<file path="config.mk">
export PLATFORM = sky130hd
export DESIGN_NAME = fifo_page_replacement_unit
export DESIGN_NICKNAME = d
export VERILOG_FILES = /design/src/design/fpr_pkg.sv /design/src/design/fifo_page_replacement_unit.sv /design/src/design/fpr_rem_unit.sv /design/src/design/fpr_frame_store.sv
export SDC_FILE = /design/constraint.sdc
export NUM_CORES = 1
export LEC_CHECK = 0
export BUFFER_PORTS_ARGS = -buffer_cell sky130_fd_sc_hd__buf_4
export CAP_MARGIN = 40
export CORE_ASPECT_RATIO = 0.7
export CORE_MARGIN = 2
export CORE_UTILIZATION = 50
export CTS_BUF_LIST = sky130_fd_sc_hd__clkbuf_4 sky130_fd_sc_hd__clkbuf_8 sky130_fd_sc_hd__clkbuf_16
export CTS_CLUSTER_SIZE = 8
export DETAILED_ROUTE_END_ITERATION = 10
export PLACE_DENSITY = 0.74
export SLEW_MARGIN = 20
export SYNTH_ARGS = -nofsm -noshare
export SYNTH_HDL_FRONTEND = slang
export SYNTH_HIERARCHICAL = 1
export SYNTH_SLANG_ARGS = --single-unit
</file>
<file path="constraint.sdc">
create_clock -name clk -period 5 [get_ports clk]
set_input_delay 0.25 -clock clk [delete_from_list [all_inputs] [get_ports clk]]
set_output_delay 0.25 -clock clk [all_outputs]
set_load 0.005 [all_outputs]
</file>
<file path="src/design/fpr_pkg.sv">
// Shared widths, register indexes, reset values and the status type for the page replacement unit.
`default_nettype none

package fpr_pkg;

  // Default values for the top-level parameters.
  localparam int MAX_FRAMES_DEF   = 16;
  localparam int ADDRESS_BITS_DEF = 32;

  // Fixed field widths.
  localparam int PAGE_BYTES_W = 17;
  localparam int FRAMES_W     = 5;
  localparam int FRAME_W      = 4;
  localparam int COUNT_W      = 32;
  localparam int PAGE_BASE_W  = 32;

  // Configuration port.
  localparam int CFG_IDX_W  = 1;
  localparam int CFG_DATA_W = PAGE_BYTES_W;

  localparam logic [CFG_IDX_W-1:0] CFG_PAGE_BYTES    = 1'd0;
  localparam logic [CFG_IDX_W-1:0] CFG_FRAMES_IN_USE = 1'd1;

  localparam logic [PAGE_BYTES_W-1:0] PAGE_BYTES_RESET    = 17'd4096;
  localparam logic [FRAMES_W-1:0]     FRAMES_IN_USE_RESET = 5'd16;

  localparam logic [COUNT_W-1:0] COUNT_MAX = {COUNT_W{1'b1}};

  // Status of the remainder unit toward the sequencer.
  typedef struct packed {
    logic                    done;
    logic [PAGE_BYTES_W-1:0] rem;
  } rem_status_t;

endpackage

`default_nettype wire

</file>
<file path="src/design/fifo_page_replacement_unit.sv">
// Top level of the FIFO page replacement unit: sequencer, counters and result register.
//
//  channel | direction | handshake              | payload
//  --------+-----------+------------------------+------------------------------------------
//  in      | input     | in_valid / in_ready    | address
//  out     | output    | out_valid / out_ready  | fault, frame, page_base, totals
//  cfg     | input     | cfg_write (no wait)    | cfg_index, cfg_data
//
// From acceptance to result, the remainder unit works through the address one bit at a
// time while the frame scan reads one memory entry per cycle in parallel; the write-back
// state then writes the result register and, on a fault, the table. Reset clears the
// counters, the pointer and all valid bits; page bases are not cleared. A stalled result
// holds the sequencer in its write-back state.
`default_nettype none

module fifo_page_replacement_unit #(
  parameter int MAX_FRAMES   = fpr_pkg::MAX_FRAMES_DEF,
  parameter int ADDRESS_BITS = fpr_pkg::ADDRESS_BITS_DEF
) (
  input  wire                              clk,
  input  wire                              rst,
  input  wire                              in_valid,
  output logic                             in_ready,
  input  wire  [ADDRESS_BITS-1:0]          address,
  output logic                             out_valid,
  input  wire                              out_ready,
  output logic                             fault,
  output logic [fpr_pkg::FRAME_W-1:0]      frame,
  output logic [fpr_pkg::PAGE_BASE_W-1:0]  page_base,
  output logic [fpr_pkg::COUNT_W-1:0]      fault_total,
  output logic [fpr_pkg::COUNT_W-1:0]      reference_total,
  input  wire                              cfg_write,
  input  wire  [fpr_pkg::CFG_IDX_W-1:0]    cfg_index,
  input  wire  [fpr_pkg::CFG_DATA_W-1:0]   cfg_data
);

  localparam int IDX_W  = (MAX_FRAMES > 1) ? $clog2(MAX_FRAMES) : 1;
  localparam int NW_MIN = $clog2(MAX_FRAMES + 1);
  localparam int NW     = (NW_MIN > fpr_pkg::FRAMES_W) ? NW_MIN : fpr_pkg::FRAMES_W;
  localparam int PW     = fpr_pkg::PAGE_BYTES_W;
  localparam int CW     = fpr_pkg::COUNT_W;

  typedef enum logic [2:0] {
    S_IDLE   = 3'b001,
    S_SEARCH = 3'b010,
    S_UPDATE = 3'b100
  } state_t;

  state_t state;

  // Configuration registers.
  logic [PW-1:0]                page_bytes;
  logic [fpr_pkg::FRAMES_W-1:0] frames_in_use;

  always_ff @(posedge clk) begin
    if (rst) begin
      page_bytes    <= fpr_pkg::PAGE_BYTES_RESET;
      frames_in_use <= fpr_pkg::FRAMES_IN_USE_RESET;
    end else if (cfg_write) begin
      case (cfg_index)
        fpr_pkg::CFG_PAGE_BYTES:    page_bytes    <= cfg_data;
        fpr_pkg::CFG_FRAMES_IN_USE: frames_in_use <= cfg_data[fpr_pkg::FRAMES_W-1:0];
        default:                    ;
      endcase
    end
  end

  // Effective page size and rotation length.
  logic [PW-1:0] psize_eff;
  logic [NW-1:0] n_raw;
  logic [NW-1:0] n_eff;

  assign psize_eff = (page_bytes == '0) ? PW'(1) : page_bytes;
  assign n_raw     = (frames_in_use == '0) ? NW'(1) : NW'(frames_in_use);
  assign n_eff     = (n_raw > NW'(MAX_FRAMES)) ? NW'(MAX_FRAMES) : n_raw;

  // Per-word registers captured at acceptance.
  logic [ADDRESS_BITS-1:0] addr;
  logic [PW-1:0]           psize;
  logic [NW-1:0]           n;

  // Scan pipeline: issue index, compare stage and first match.
  logic [NW-1:0]    scan_issue;
  logic             cmp_valid;
  logic [IDX_W-1:0] cmp_idx;
  logic             found;
  logic [IDX_W-1:0] hit_idx;

  // Persistent state.
  logic [fpr_pkg::FRAME_W-1:0] next_frame;
  logic [CW-1:0]               fault_count;
  logic [CW-1:0]               reference_count;

  logic                  accept;
  logic                  issue;
  logic                  scan_done;
  logic                  out_free;
  logic                  commit;
  fpr_pkg::rem_status_t  div_stat;
  logic [ADDRESS_BITS-1:0] rd_data;
  logic                    rd_valid;

  assign in_ready = (state == S_IDLE);
  assign accept   = in_valid && in_ready;
  assign issue    = (state == S_SEARCH) && (scan_issue < n) && !found;
  assign out_free = !out_valid || out_ready;
  assign commit   = (state == S_UPDATE) && out_free;
  assign scan_done = found || ((scan_issue == n) && !cmp_valid);

  // Match test: address lies within [base, base + page size).
  logic [ADDRESS_BITS:0] diff;
  logic [63:0]           diff64;
  logic                  hit_now;

  assign diff    = {1'b0, addr} - {1'b0, rd_data};
  assign diff64  = 64'(diff[ADDRESS_BITS-1:0]);
  assign hit_now = cmp_valid && rd_valid && !diff[ADDRESS_BITS] && (diff64 < 64'(psize));

  // Fill decision and pointer advance.
  logic [IDX_W-1:0]            used;
  logic [NW-1:0]               used_inc;
  logic [fpr_pkg::FRAME_W-1:0] next_frame_next;
  logic [CW-1:0]               fault_count_next;
  logic [CW-1:0]               reference_count_next;
  logic [ADDRESS_BITS-1:0]     base;
  logic [63:0]                 base64;

  always_comb begin
    if (found) begin
      used = hit_idx;
    end else if (NW'(next_frame) < n) begin
      used = IDX_W'(next_frame);
    end else begin
      used = '0;
    end
    used_inc = NW'(used) + NW'(1);
    next_frame_next = (used_inc >= n) ? '0 : fpr_pkg::FRAME_W'(used_inc);
    reference_count_next = (reference_count == fpr_pkg::COUNT_MAX) ?
                           reference_count : reference_count + CW'(1);
    fault_count_next = (fault_count == fpr_pkg::COUNT_MAX) ?
                       fault_count : fault_count + CW'(1);
    base   = addr - ADDRESS_BITS'(div_stat.rem);
    base64 = 64'(base);
  end

  // Sequencer. Table writes happen only in the write-back cycle, never during a
  // scan, so reads and writes to the same frame cannot overlap.
  always_ff @(posedge clk) begin
    if (rst) begin
      state           <= S_IDLE;
      next_frame      <= '0;
      fault_count     <= '0;
      reference_count <= '0;
      cmp_valid       <= 1'b0;
      found           <= 1'b0;
      scan_issue      <= '0;
    end else begin
      case (state)
        S_IDLE: begin
          if (accept) begin
            state      <= S_SEARCH;
            scan_issue <= '0;
            cmp_valid  <= 1'b0;
            found      <= 1'b0;
          end
        end
        S_SEARCH: begin
          cmp_valid <= issue;
          if (issue) begin
            scan_issue <= scan_issue + NW'(1);
          end
          if (hit_now && !found) begin
            found <= 1'b1;
          end
          if (div_stat.done && scan_done) begin
            state <= S_UPDATE;
          end
        end
        S_UPDATE: begin
          if (out_free) begin
            state           <= S_IDLE;
            reference_count <= reference_count_next;
            if (!found) begin
              next_frame  <= next_frame_next;
              fault_count <= fault_count_next;
            end
          end
        end
        default: begin
          state <= S_IDLE;
        end
      endcase
    end
  end

  // Result valid flag: set on write-back, cleared once the word is taken.
  always_ff @(posedge clk) begin
    if (rst) begin
      out_valid <= 1'b0;
    end else if (commit) begin
      out_valid <= 1'b1;
    end else if (out_ready) begin
      out_valid <= 1'b0;
    end
  end

  // Per-word payload registers.
  always_ff @(posedge clk) begin
    if (accept) begin
      addr  <= address;
      psize <= psize_eff;
      n     <= n_eff;
    end
    if (issue) begin
      cmp_idx <= scan_issue[IDX_W-1:0];
    end
    if ((state == S_SEARCH) && hit_now && !found) begin
      hit_idx <= cmp_idx;
    end
  end

  // Result register.
  always_ff @(posedge clk) begin
    if (commit) begin
      fault           <= !found;
      frame           <= fpr_pkg::FRAME_W'(used);
      page_base       <= base64[fpr_pkg::PAGE_BASE_W-1:0];
      fault_total     <= found ? fault_count : fault_count_next;
      reference_total <= reference_count_next;
    end
  end

  fpr_rem_unit #(
    .ADDRESS_BITS(ADDRESS_BITS)
  ) u_rem (
    .clk      (clk),
    .rst      (rst),
    .start    (accept),
    .dividend (address),
    .divisor  (psize_eff),
    .stat     (div_stat)
  );

  fpr_frame_store #(
    .MAX_FRAMES  (MAX_FRAMES),
    .ADDRESS_BITS(ADDRESS_BITS)
  ) u_store (
    .clk      (clk),
    .rst      (rst),
    .rd_en    (issue),
    .rd_idx   (scan_issue[IDX_W-1:0]),
    .rd_data  (rd_data),
    .rd_valid (rd_valid),
    .wr_en    (commit && !found),
    .wr_idx   (used),
    .wr_data  (base)
  );

`ifndef ASSERT_OFF
  // Write-back only starts once the remainder is final.
  a_update_needs_rem: assert property (@(posedge clk) disable iff (rst)
    (state == S_UPDATE) |-> div_stat.done)
    else $error("write-back entered before the remainder was ready");

  // A matching frame is always inside the rotation.
  a_hit_in_rotation: assert property (@(posedge clk) disable iff (rst)
    found |-> (NW'(hit_idx) < n))
    else $error("matched frame lies outside the rotation");

  // An accepted word blocks further input until its result is written back.
  a_one_word: assert property (@(posedge clk) disable iff (rst)
    accept |=> !in_ready)
    else $error("input accepted while a word is in flight");

  // A committed result always presents valid output on the next cycle.
  a_commit_shows: assert property (@(posedge clk) disable iff (rst)
    commit |=> out_valid)
    else $error("committed result not presented");
`endif

endmodule

`default_nettype wire

</file>
<file path="src/design/fpr_rem_unit.sv">
// Restoring remainder unit: address modulo page size, one dividend bit per cycle.
`default_nettype none

module fpr_rem_unit #(
  parameter int ADDRESS_BITS = fpr_pkg::ADDRESS_BITS_DEF
) (
  input  wire                              clk,
  input  wire                              rst,
  input  wire                              start,
  input  wire  [ADDRESS_BITS-1:0]          dividend,
  input  wire  [fpr_pkg::PAGE_BYTES_W-1:0] divisor,
  output fpr_pkg::rem_status_t             stat
);

  localparam int CNT_W = $clog2(ADDRESS_BITS + 1);
  localparam int PW    = fpr_pkg::PAGE_BYTES_W;

  logic [ADDRESS_BITS-1:0] shreg;
  logic [PW-1:0]           rem;
  logic [PW-1:0]           dvsr;
  logic [CNT_W-1:0]        cnt;
  logic                    busy;
  logic                    done;
  logic [PW:0]             trial;
  logic [PW:0]             trial_sub;

  // One restoring step: shift in the next dividend bit, subtract if it fits.
  assign trial     = {rem, shreg[ADDRESS_BITS-1]};
  assign trial_sub = trial - {1'b0, dvsr};

  // Control state.
  always_ff @(posedge clk) begin
    if (rst) begin
      busy <= 1'b0;
      done <= 1'b0;
      cnt  <= '0;
    end else if (start) begin
      busy <= 1'b1;
      done <= 1'b0;
      cnt  <= CNT_W'(ADDRESS_BITS);
    end else if (busy) begin
      cnt <= cnt - CNT_W'(1);
      if (cnt == CNT_W'(1)) begin
        busy <= 1'b0;
        done <= 1'b1;
      end
    end
  end

  // Datapath.
  always_ff @(posedge clk) begin
    if (start) begin
      shreg <= dividend;
      rem   <= '0;
      dvsr  <= divisor;
    end else if (busy) begin
      shreg <= {shreg[ADDRESS_BITS-2:0], 1'b0};
      if (trial >= {1'b0, dvsr}) begin
        rem <= trial_sub[PW-1:0];
      end else begin
        rem <= trial[PW-1:0];
      end
    end
  end

  assign stat.done = done;
  assign stat.rem  = rem;

`ifndef ASSERT_OFF
  // A new start always withdraws the previous result.
  a_start_clears_done: assert property (@(posedge clk) disable iff (rst)
    start |=> !done && busy)
    else $error("remainder unit reports done right after a start");

  // The unit is never busy and done at the same time.
  a_done_not_busy: assert property (@(posedge clk) disable iff (rst)
    done |-> !busy)
    else $error("remainder unit is busy and done together");

  // While busy, steps are still left to run.
  a_busy_has_steps: assert property (@(posedge clk) disable iff (rst)
    busy |-> (cnt != '0))
    else $error("remainder unit busy with no steps left");
`endif

endmodule

`default_nettype wire

</file>
<file path="src/design/fpr_frame_store.sv">
// Frame table: page bases in a synchronous memory, valid bits in flip-flops.
`default_nettype none

module fpr_frame_store #(
  parameter int MAX_FRAMES   = fpr_pkg::MAX_FRAMES_DEF,
  parameter int ADDRESS_BITS = fpr_pkg::ADDRESS_BITS_DEF
) (
  input  wire                                                   clk,
  input  wire                                                   rst,
  input  wire                                                   rd_en,
  input  wire  [((MAX_FRAMES > 1) ? $clog2(MAX_FRAMES) : 1)-1:0] rd_idx,
  output logic [ADDRESS_BITS-1:0]                               rd_data,
  output logic                                                  rd_valid,
  input  wire                                                   wr_en,
  input  wire  [((MAX_FRAMES > 1) ? $clog2(MAX_FRAMES) : 1)-1:0] wr_idx,
  input  wire  [ADDRESS_BITS-1:0]                               wr_data
);

  logic [ADDRESS_BITS-1:0] mem [MAX_FRAMES];
  logic [MAX_FRAMES-1:0]   valid;

  // Base memory: one write port, one registered read port.
  always_ff @(posedge clk) begin
    if (wr_en) begin
      mem[wr_idx] <= wr_data;
    end
    if (rd_en) begin
      rd_data <= mem[rd_idx];
    end
  end

  // Valid bits follow the memory with the same read latency.
  always_ff @(posedge clk) begin
    if (rst) begin
      valid    <= '0;
      rd_valid <= 1'b0;
    end else begin
      if (wr_en) begin
        valid[wr_idx] <= 1'b1;
      end
      if (rd_en) begin
        rd_valid <= valid[rd_idx];
      end
    end
  end

endmodule

`default_nettype wire

</file>
-- After elaboration in Yosys (flattened, before gate mapping)
Memories as Yosys holds them, arrays and structs flattened. A register that Yosys moved wholly into a read port is not among the register bits.
Cells that the tools add are included.
- output and inout bits: 103
- bits in registers: 338
- memory bits (writable): 512
- bits in latches: 0
- memories kept: 1
- word-level logic and storage cells: 130
- input bits: 55
- memory bits (read-only): 0
- $mul: 0
- shift operators: 0
- add/subtract/negate cells: 8
- bitwise operators: 3
- muxes and demuxes: 34
- div/mod/pow operators: 0
- order comparisons: 9
- eq/ne operators: 12
- reductions and logical operators: 35
- memory list (name ; words ; bits a word ; read ports ; clocked after Yosys merged registers in ; wr ports ; RTL line ; text):
    u_store.mem ; 16 ; 32 ; 1 ; 1 ; 1 ; fpr_frame_store.sv:19 ; logic [ADDRESS_BITS-1:0] mem [MAX_FRAMES];
- operators with widths (kind ; number):
    2-to-1 mux 32 bit ; 5
    adder 32 x 1 -> 32 bit, second input constant ; 2
    equality test 32 bit, second input constant ; 2
    subtractor 32 x 32 -> 33 bit ; 1
    less-than comparator 32 x 17 -> 1 bit ; 1
    subtractor 32 x 17 -> 32 bit ; 1
    greater-or-equal comparator 18 x 17 -> 1 bit ; 1
    logical NOT 17 bit ; 1
    2-to-1 mux 17 bit ; 1
    subtractor 17 bit ; 1
    bitwise OR 16 bit ; 1
    2-to-1 mux 5 bit ; 3
    logical AND 1 bit ; 14
    2-to-1 mux 4 bit ; 3
    2-to-1 mux 6 bit ; 2
    AND reduction 3 bit ; 4
    2-to-1 mux 1 bit ; 11
    less-than comparator 4 x 5 -> 1 bit, second input constant ; 2
    one-hot mux 5 bit (2 select lines) ; 1
    AND reduction 2 bit ; 5
    2-to-1 mux 3 bit ; 3
    one-hot mux 3 bit (3 select lines) ; 1
    equality test 6 x 1 -> 1 bit, second input constant ; 1
    != test 2 x 1 -> 1 bit, second input constant ; 3
    22 further kinds ; 31

-- Logic depth before layout (Yosys ltp)
- word-level depth: 8
- depth in mapped cells: 20
- gate-level depth less buffers: 20

-- Modules after synthesis
Netlist, hierarchy kept.
- modules (own cells, without submodules) (module ; times used ; area an instance (sq um) ; sequential area each (sq um) ; cells each):
    fpr_frame_store ; 1 ; 20917.6 ; 16676.0 ; 832
    fifo_page_replacement_unit ; 1 ; 14234.9 ; 6916.6 ; 1440
    fpr_rem_unit ; 1 ; 3981.3 ; 1971.9 ; 368

-- Least setup slack after synthesis
OpenSTA, ideal clock, no wires.
- path kind: register to register
- start point: reg state[2]
- end point: reg fault_count[12]
- path buffers: 3
- clock period less this slack: 4734 ps
- stages on the path, launching flop included: 9
- slack: 266 ps
- required time: 4872 ps
- library setup time: 128 ps
- arrival: 4607 ps
- cells stage by stage: dfxtp_1 -> clkbuf_1 -> nand3_1 -> inv_1 -> clkbuf_1 -> buf_1 -> nand2_1 -> xor2_1 -> nor2_1
- word-level cells in the longest chain between the ends: 2
- RTL lines (item ; RTL line ; text):
    start, declared ; fifo_page_replacement_unit.sv:49 ; state_t state;
    start signal, assigned ; fifo_page_replacement_unit.sv:150 ; state <= S_IDLE;
    start signal, assigned ; fifo_page_replacement_unit.sv:161 ; state <= S_SEARCH;
    start signal, assigned ; fifo_page_replacement_unit.sv:176 ; state <= S_UPDATE;
    equality test 3 bit ; fifo_page_replacement_unit.sv:158 ; case (state)
    AND reduction 2 bit (no source line) ; - ;
    end signal, assigned ; fifo_page_replacement_unit.sv:185 ; fault_count <= fault_count_next;
    end, declared ; fifo_page_replacement_unit.sv:91 ; logic [CW-1:0] fault_count;
No other way between the ends.
A chain may end at the register's enable or synchronous reset.

-- Final worst setup path
- start point: reg addr[0]
- end point: reg found
- word-level cells in the longest chain between the ends: 7
- elaborated cells on any way between the ends: 8
- classes of those cells: add/sub: 1; order compare: 1; eq/ne: 1; reduce/logical: 5
- RTL lines (item ; RTL line ; text):
    start, declared ; fifo_page_replacement_unit.sv:78 ; logic [ADDRESS_BITS-1:0] addr;
    start signal, assigned ; fifo_page_replacement_unit.sv:210 ; addr <= address;
    subtractor 32 x 32 -> 33 bit (*) ; fifo_page_replacement_unit.sv:115 ; assign diff = {1'b0, addr} - {1'b0, rd_data};
    branches (longest 2 deep; another with less-than comparator 32 x 17 -> 1 bit) ; - ;
    logical AND 1 bit (*) ; fifo_page_replacement_unit.sv:117 ; assign hit_now = cmp_valid && rd_valid && !diff[ADDRESS_BITS] && (diff64 < 64'(psize));
    logical AND 1 bit (*) ; fifo_page_replacement_unit.sv:172 ; if (hit_now && !found) begin
    != test 2 x 1 -> 1 bit (no source line) (*) ; - ;
    AND reduction 3 bit (no source line) (*) ; - ;
    end signal, assigned ; fifo_page_replacement_unit.sv:155 ; found <= 1'b0;
    end signal, assigned ; fifo_page_replacement_unit.sv:164 ; found <= 1'b0;
    end signal, assigned ; fifo_page_replacement_unit.sv:173 ; found <= 1'b1;
    end, declared ; fifo_page_replacement_unit.sv:86 ; logic found;
Mark *: on every way between the ends.

==> metrics.cfg <==
[outcome]
status = complete, no violations

[power_and_ir_drop]
clkPwrFrac = 0.417
p_seq_frac = 0.450
leakage_nw = 16.3
powerDensity_nw_per_um2 = 427
switching_share = 0.256
switching_power_w = 0.00508
vdd_drop_max_uv = 367
pwr-share-comb = 0.134
p_int_w = 0.0147

[yosys]
synthTopCellsByArea = edfxtp_1 (58%), mux4_2 (9.3%), dfxtp_1 (7.3%)
yosys.area.top_type = edfxtp_1
synth_commonest_cells = edfxtp_1 (756), nor2_1 (215), nand2_1 (182), mux4_2 (161), dfxtp_1 (143)
syn_nets = 2799
synth_edf_count = 756
yosysSeqAreaShare = 0.653
synthFlopType = edfxtp_1
synth_area_per_cell_um2 = 14.8
synth-seq-cells = 899
synth_area_um2 = 39100
yosysUniqueCellTypes = 104
synth_async_sr_flop_share = 0
syn_inst = 2640
ys_warn_count = 6
synth_most_common_cell = edfxtp_1
yosysTopAreaCellShare = 0.580

[setup_path]
startpoint_type = flop
crit_chain = inv_1, ha_1, fa_1, nand2b_1, a21oi_1, o21a_4, a41oi_4, xnor2_1, ha_1, a21oi_1, o211ai_1, a221oi_2, o2111ai_1, nor3_1, o221ai_1, or4b_1, or4_1, o21ai_1
cp_num_buf_inv = 1
endpoint_kind = flop
max_stage_delay_ps = 470
path_class = reg -> reg
worst_ep_arrival_time_ps = 5350
ff2ff_path_depth = 18
cp_slowest_cell = or4b_1
crit_path_start = addr[0]$_DFFE_PP_
cp_top_family = compound AO/OA/AOI/OAI gates
r2r-start = addr[0]$_DFFE_PP_
cp_max_fo = 5
r2r_slack_ps = 270
critPathRequiredTime_ps = 5620
timing.rr.end = found$_SDFFE_PP0P_

[min_path]
hp-class = in -> reg
whs_endpoint = fault_count[23]$_SDFFE_PP0P_
hold_depth = 2
min_from = rst

[sta]
period_minus_slack_ps = 4730
finalMaxSlewViolations = 0
rsz0062_at_grt = no
fin_skew_ps = 44.7
max_freq_ghz = 0.211
timing_hold_violations_final = 0
tightest_slew_ps = 816
finalCritPeriodShare = 0.946
totalNegativeSetupSlack_ps = 0
final-setup-viol-count = 0
slew_headroom = 0.456
timing.final.ws_setup_ps = 268

[clocking]
cts.path.max_buffers = 3
tritoncts = built
htreeDepth = 4
path_clk_slew_ps = 50
clockRootBuffer = clkbuf_16
numCtsBuffers = 130
cts_hold_buf = 65
post_cts_buffers = 0
post_cts_resized = 0
clock_sinks = 899
insertion_delay_ps = 730

[run]
drv_cap = 0

[detailed_routing]
wirelength_um = 100000
wl_per_cell_um = 24.8
vias = 24500
ant_nets = 0
first_pass_iters = 8
remaining_drc_errors = 0
drt_iter0_drc = 2821
vias_per_cell = 6.05

[global_route]
grt_pass1_vias = 24500
use_met1 = 0.351
grt_use_met3 = 0.0500
top_usage_layer = met2
overflow = 0
antenna_found_initial = 9
grt_usage = 0.249
gr-usage-met2 = 0.386
grt_max_degree = 69
grt_pass1_wl_um = 151000

[placed_design]
place_ws_ps = 396
post-dp-hpwl_um = 62300
port_buffers = 157
place.gp.congestion = 0.917

[die]
rows = 85
die_height_um = 238
start_util = 0.507
ios = 158
dieArea_um2 = 80600
dieWidth_um = 338
core_area_um2 = 77200

[cells_and_area]
area_delta_synth_final_pct = 18.6
fin_nets = 3112
fillCellCount = 5614
drive_gt1_frac = 0.228

routing by layer:
layer | part of all wire | vias up | wire, um
li1 | - | 10600 | -
met1 | 0.41 | 12300 | 41600
met2 | 0.46 | 1359 | 46500
met3 | 0.093 | 188 | 9350
met4 | 0.028 | 2 | 2760
met5 | 0.00012 | - | 12
state kept, by name, indices dropped and copies added (netlist names), 3 cells and up:
register,cells
addr,32
cmp_idx,4
fault_count,32
fault_total,32
frame,4
frames_in_use,5
hit_idx,4
n,5
next_frame,4
page_base,32
page_bytes,17
psize,17
reference_count,32
reference_total,32
scan_issue,5
state,3
u_rem/cnt,6
u_rem/dvsr,17
u_rem/rem,17
u_rem/shreg,32
u_store/mem,512
u_store/rd_data,32
u_store/valid,16
through the flow:
stage / instance area (um2) / utilization / hold slack, ps / cells / power [W]
5_1_grt: 46400 / 0.601 / 77.7 / 4049 / 0.0205
4_1_cts: 46400 / 0.600 / 16.4 / 4045 / 0.0199
2_1_floorplan: 39100 / - / 322 / 2640 / 0.0107
6_report: 46400 / 0.601 / 69.2 / 4049 / 0.0198
3_5_place_dp: 41800 / 0.542 / 405 / 3797 / 0.0115
3_3_place_gp: 41700 / 0.539 / 403 / 3785 / 0.0114
cell usage in the layout (no fill, tap or decap), types with 6 or more instances in the layout:
master and n:
a21o_1 25, a21oi_1 113, a311oi_1 8, a31oi_1 9, and2_1 9, and3_1 25
buf_4 225, clkbuf_16 131, clkbuf_4 38, clkinv_16 7, dfxtp_1 139, dlygate4sd3_1 65
edfxtp_1 756, ha_1 101, inv_1 114, mux2_2 36, mux2i_1 7, mux4_2 161
nand2_1 182, nand2b_1 24, nand3_1 55, nand3b_1 7, nand4_1 36, nor2_1 203
nor2_4 12, nor2b_1 15, nor3_1 45, nor4_1 13, o211ai_1 14, o21a_1 15
o21ai_0 54, o21ai_1 8, o21bai_1 6, or2_2 6, or3_1 22, xnor2_1 86
xor2_1 87
layout make-up:
class / count / area, um2 / area share
antenna: 1 / 2.50 / 0.0000539
timing repair buffer: 299 / 2530 / 0.0545
multi-input combinational: 1507 / 12700 / 0.273
tap: 1044 / 1310 / 0.0281
sequential: 899 / 25600 / 0.551
clock inverter: 15 / 325 / 0.00701
clock buffer: 168 / 3560 / 0.0766
inverter: 116 / 443 / 0.00954
worst max path at each step:
stage	endpoint	slack, ps	depth (start not counted)
CTS	found$_SDFFE_PP0P_	360	18
global placement	found$_SDFFE_PP0P_	470	20
global route	found$_SDFFE_PP0P_	1	20
floorplan	fault_count[12]$_SDFFE_PP0P_	270	8
detailed placement	found$_SDFFE_PP0P_	400	18
finish	found$_SDFFE_PP0P_	270	18
cells by family after synthesis:
| family | after synthesis | synth area share |
|---|---|---|
| AOI/OAI and AO/OA | 333 | 0.0579 |
| DFF | 899 | 0.653 |
| muxes | 206 | 0.106 |
| adders and majority gates | 104 | 0.0338 |
| xor gates and xnor gates | 174 | 0.0389 |
| buffers and inverters | 234 | 0.0260 |
| and+or+nand+nor | 690 | 0.0842 |
power groups by stage:
stage | sequential [W] | clock (W) | combinational, W
4_1_cts | 0.00891 | 0.00839 | 0.00258
3_5_place_dp | 0.00905 | 0 | 0.00250
6_report | 0.00891 | 0.00826 | 0.00265
5_1_grt | 0.00892 | 0.00872 | 0.00287
2_1_floorplan | 0.00901 | 0 | 0.00166
3_3_place_gp | 0.00904 | 0 | 0.00235
(Power assumes the default switching activity.)
